`src/csgm_pkg.sv`:
```
// ---------------------------------------------------------------------------
// csgm_pkg: shared types and constants for the channel smoothing mixer
// Sequencer states, register indexes, fixed-point constants and the control
// group that drives the shared multiply-accumulate unit.
// ---------------------------------------------------------------------------
`timescale 1ns / 1ps
`default_nettype none
package csgm_pkg;

    typedef enum logic [3:0] {
        ST_IDLE,
        ST_CHAR,
        ST_MUL_A,
        ST_MUL_B,
        ST_SMOOTH,
        ST_G0_MUL,
        ST_G0_ADD,
        ST_G_MUL,
        ST_G_ADD,
        ST_RD_ADDR,
        ST_RD_DATA
    } state_t;

    typedef struct packed {
        logic enable;
        logic accumulate;
    } mac_ctrl_t;

    localparam int unsigned CFG_IDX_W = 3;
    localparam logic [CFG_IDX_W-1:0] REG_CHUNK_LEN = 3'd0;
    localparam logic [CFG_IDX_W-1:0] REG_COEF0     = 3'd1;
    localparam logic [CFG_IDX_W-1:0] REG_COEF1     = 3'd2;
    localparam logic [CFG_IDX_W-1:0] REG_COEF2     = 3'd3;
    localparam logic [CFG_IDX_W-1:0] REG_COEF3     = 3'd4;

    localparam logic [4:0]  CHUNK_LEN_RESET = 5'd1;
    localparam logic [33:0] COEF_RESET      = 34'd8590000128;
    localparam logic [16:0] ONE_Q16         = 17'd65536;
    localparam logic signed [48:0] CLAMP_Q16 = 49'sd4294901760;
    localparam logic [7:0]  CHAR_ZERO       = 8'h30;
    localparam logic [7:0]  CHAR_NINE       = 8'h39;
    localparam logic [15:0] RESULT_MAX      = 16'hFFFF;

endpackage
`default_nettype wire

```
`src/csgm_mac.sv`:
```
// ---------------------------------------------------------------------------
// csgm_mac: shared multiply-accumulate unit
// Multiplies an unsigned Q1.16 coefficient by a signed Q.16 operand, adds the
// product into an accumulator, and presents the floored, clamped Q.16 result.
// ---------------------------------------------------------------------------
`timescale 1ns / 1ps
`default_nettype none
module csgm_mac (
    input  wire logic                clk,
    input  wire csgm_pkg::mac_ctrl_t ctrl,
    input  wire logic [16:0]         coef,
    input  wire logic signed [48:0]  operand,
    output logic signed [48:0]       result
);
    import csgm_pkg::*;

    logic signed [65:0] acc_reg;
    logic signed [65:0] acc_next;
    logic signed [65:0] product;
    logic signed [65:0] shifted;

    always_comb
    begin
        product  = 66'($signed({1'b0, coef})) * 66'(operand);
        acc_next = (ctrl.accumulate ? acc_reg : 66'sd0) + product;
    end

    always_ff @(posedge clk)
    begin
        if (ctrl.enable)
        begin
            acc_reg <= acc_next;
        end
    end

    // The arithmetic shift floors towards minus infinity.
    always_comb
    begin
        shifted = acc_reg >>> 16;
        if (shifted > 66'(CLAMP_Q16))
        begin
            result = CLAMP_Q16;
        end
        else
        begin
            result = shifted[48:0];
        end
    end

endmodule
`default_nettype wire

```
`config.mk`:
```
export PLATFORM = sky130hd
export DESIGN_NAME = csgm_mac
export DESIGN_NICKNAME = d
export VERILOG_FILES = /design/src/csgm_pkg.sv /design/src/csgm_mac.sv
export SDC_FILE = /design/constraint.sdc
export NUM_CORES = 2
export LEC_CHECK = 0
export ABC_AREA = 1
export BUFFER_PORTS_ARGS = -buffer_cell sky130_fd_sc_hd__buf_2
export CORE_MARGIN = 2
export CORE_UTILIZATION = 30
export CTS_BUF_LIST = sky130_fd_sc_hd__clkbuf_16
export CTS_CLUSTER_DIAMETER = 40
export DETAILED_ROUTE_END_ITERATION = 10
export GPL_ROUTABILITY_DRIVEN = 0
export SYNTH_ARGS = -nofsm -noshare
export SYNTH_HDL_FRONTEND = slang
export SYNTH_SLANG_ARGS = --single-unit
```
`constraint.sdc`:
```
create_clock -name clk -period 11.2 [get_ports clk]
set_clock_uncertainty 0.1 [all_clocks]
set_input_delay 2.24 -clock clk [delete_from_list [all_inputs] [get_ports clk]]
set_output_delay 2.24 -clock clk [all_outputs]
set_load 0.005 [all_outputs]
```
==> results.cfg <==
[status]
status = finished clean

[synthesis]
seq_area_frac_synth_pct = 5.49
ys_types = 37
syn_area_mm2 = 0.0361
synth_top_family_by_area = adder cells
synth_xor_xnor_area_share_pct = 0.923
synth_area_per_cell_um2 = 7.32
synthAdderAreaFrac_pct = 51.7
synth_mux_area_share_pct = 0
postSynthCellCount = 4931
synthSimpleGateAreaFrac_pct = 18.9
synth-compound-area-share_pct = 2.00
ys_ff_latch = 66
ys_warn_count = 0
syn_nets = 5992

[worst_setup_path]
cp_num_cells = 22
crit_type = input pin to flop
cpPeakStageDelay_ps = 970
timing.rr.end = acc_reg[40]
cp.required_ps = 11210
path_cells = buf_2 -> buf_4 -> nand2_1 -> fa_1 -> inv_1 -> fa_1 -> fa_1 -> fa_1 -> fa_1 -> inv_1 -> fa_1 -> inv_1 -> ha_1 -> nand2_1 -> nor2_1 -> inv_1 -> nor2_2 -> nand2_1 -> nor3_1 -> nand2_1 -> nand3_1 -> nand2_1
crit_start = coef[2]
crit_path_start_kind = input pin
cp.arrival_ps = 8610
rr_startpoint = acc_reg[27]
cp_slowest_cell = fa_1
worst-path-buf-inv = 6
crit_path_end_kind = flop
crit_fanout = 35
r2r.worst_path.cells = 21
rrSetupSlack_ps = 6170
crit_top_cell = fa_1
endpoint = acc_reg[63]
cp_top_family = adder cells

[timing]
maxSlewViolCount = 0
timing.final.crit_share_pct = 76.8
final_hold_viol_count = 0
report.final.setup_viol = 0
worstMarginPinSlew_ps = 1160
max_freq_mhz = 116
rsz0062_at_grt = no
tns_ps = 0
slew-limit-headroom_pct = 22.5
period_needed_ps = 8600

[grt]
grt_max_degree = 67
grt_overflow_total = 0
antenna_found_initial = 8
grt_pass1_vias = 30403
grt_pass1_wl_mm = 165
grt_usage_pct = 17.0

[drt]
wl_met2_mm = 48.0
drtPass1Iterations = 6
wl_met3_mm = 7.18
viasPerCell = 4.36
wl_mm = 101
drt_iter0_markers = 1951
drtAntennaViolNets = 0
drc = 0
wl_per_cell_um = 15.6
top_layer_used = met5
wl_met1_mm = 44.7
via_count = 28325

[place]
dpl.hpwl_mm = 87.8
portBuffers = 117

[die]
fp-row-count = 127
fp.dieArea_mm2 = 0.123
core_mm2 = 0.120
die_x_um = 351
pin_count = 118
die_height_um = 351
start_util_pct = 30.2

[cts]
cts_root_buf = clkbuf_16
cts_buffers = 9
htree_levels = 3
clock_path_buffers = 2
post_cts_resized = 0
clk_pin_slew_ps = 60
cts_tree = built
clock_sinks = 66
post_cts_buffers = 0
ctsHoldBuffers = 0
clkLatencyLatePin_ps = 360

[layout]
largest_reg_flops = 66
drive_above_1_share_pct = 4.65
fillers = 12795
nets = 5940
synthToLayoutAreaGrowth_pct = 6.32

[job]
drv_cap = 0

[worst_hold_path]
hold_path.class = flop to flop
==> stage by stage <==
step / instance area (um^2) / util, % / std cells / hold WS [ps] / worst slack (ps)
after floorplan: 36100 / - / 4931 / 490 / 3140
after global placement: 38100 / 31.8 / 6480 / 505 / 2400
after detailed placement: 38100 / 31.8 / 6480 / 527 / 2310
after CTS: 38300 / 32.0 / 6496 / 542 / 2650
after global routing: 38400 / 32.1 / 6498 / 587 / 2240
final: 38400 / 32.1 / 6500 / 536 / 2600
==> worst min path at each step <==
stage                from         end  slack (ps)  depth (start not counted)
2_1_floorplan  acc_reg[0]  acc_reg[0]         490                          3
3_3_place_gp   acc_reg[0]  acc_reg[0]         510                          3
3_5_place_dp   acc_reg[0]  acc_reg[0]         530                          3
4_1_cts        acc_reg[0]  acc_reg[0]         540                          3
5_1_grt        acc_reg[0]  acc_reg[0]         590                          3
6_report       acc_reg[0]  acc_reg[0]         540                          3
==> tightest hold or removal path, delay by kind of cell, from the launching register on <==
family	cells	cell delay, ps
buf+inv	1	50
flops	1	320
simple gates	1	50
fa+ha+maj	1	110
==> cell usage after synthesis, drive strengths merged <==
library cell / count / area share (%)
edfxtp: 66 / 5.5
nand3: 74 / 1.2
nor3: 14 / 0.22
clkinv: 3 / 0.031
a21oi: 74 / 1.0
o21a: 1 / 0.021
nor2: 106 / 1.3
a21o: 1 / 0.021
ha: 159 / 5.5
inv: 1814 / 19
o21bai: 8 / 0.17
clkbuf: 182 / 1.9
nand3b: 3 / 0.062
nand4: 23 / 0.40
nand2: 1464 / 16
a31oi: 1 / 0.017
nor4: 8 / 0.17
xor2: 34 / 0.83
o21ai: 22 / 0.31
a21boi: 21 / 0.44
buf: 15 / 0.18
fa: 833 / 46
xnor2: 4 / 0.097
and3: 1 / 0.017
==> placed cells by master, fill, tap and decap left out, types with 2 or more instances in the layout <==
cell type / Yosys / routed
nor3_1: 12 / 12
nand2_4: 4 / 4
xnor2_1: 4 / 4
o21bai_1: 8 / 8
a21boi_0: 21 / 21
nand3b_1: 3 / 3
fa_1: 833 / 833
nor3_2: 2 / 2
ha_1: 159 / 159
buf_4: 1 / 17
a21oi_1: 73 / 73
nand2_2: 27 / 27
nand3_2: 8 / 8
clkinv_1: 3 / 4
clkbuf_16: 0 / 9
inv_1: 1804 / 1806
edfxtp_1: 66 / 66
o21ai_0: 21 / 21
xor2_1: 34 / 34
nand4_1: 23 / 23
nand2_1: 1433 / 1433
nor2_2: 22 / 22
diode_2: 0 / 4
nand3_1: 65 / 65
nor4_2: 2 / 2
inv_2: 10 / 10
nor2_4: 3 / 3
nor4_1: 6 / 6
buf_2: 3 / 117
nor2_1: 81 / 81
==> routing by layer <==
layer / GRT usage (%) / vias to the layer above
li1: - / 13237
met1: 23.2 / 14161
met2: 28.7 / 807
met3: 2.62 / 116
met4: 2.99 / 4
met5: 0 / -
==> logic make-up after synthesis <==
| logic type | after synthesis |
|---|---|
| XOR/XNOR | 38 |
| AND/OR/NAND/NOR | 1693 |
| flip-flops | 66 |
| adder cells (fa/ha/maj) | 992 |
| buffers and inverters | 2014 |
| AO/OA/AOI/OAI | 128 |
==> area by class of cell <==
type	count	area, um^2	area share, %
multi-input combinational	2851	26500	69.2
inverter	1817	6820	17.8
tap	1612	2020	5.26
sequential	66	1980	5.17
timing repair buffer	134	713	1.86
clock buffer	9	225	0.587
clock inverter	7	62.6	0.163
antenna	4	10.0	0.0261
Power is left out: the tool's default activity adds up to more than one toggle a clock period on the data nets, which glitch-free logic cannot reach.
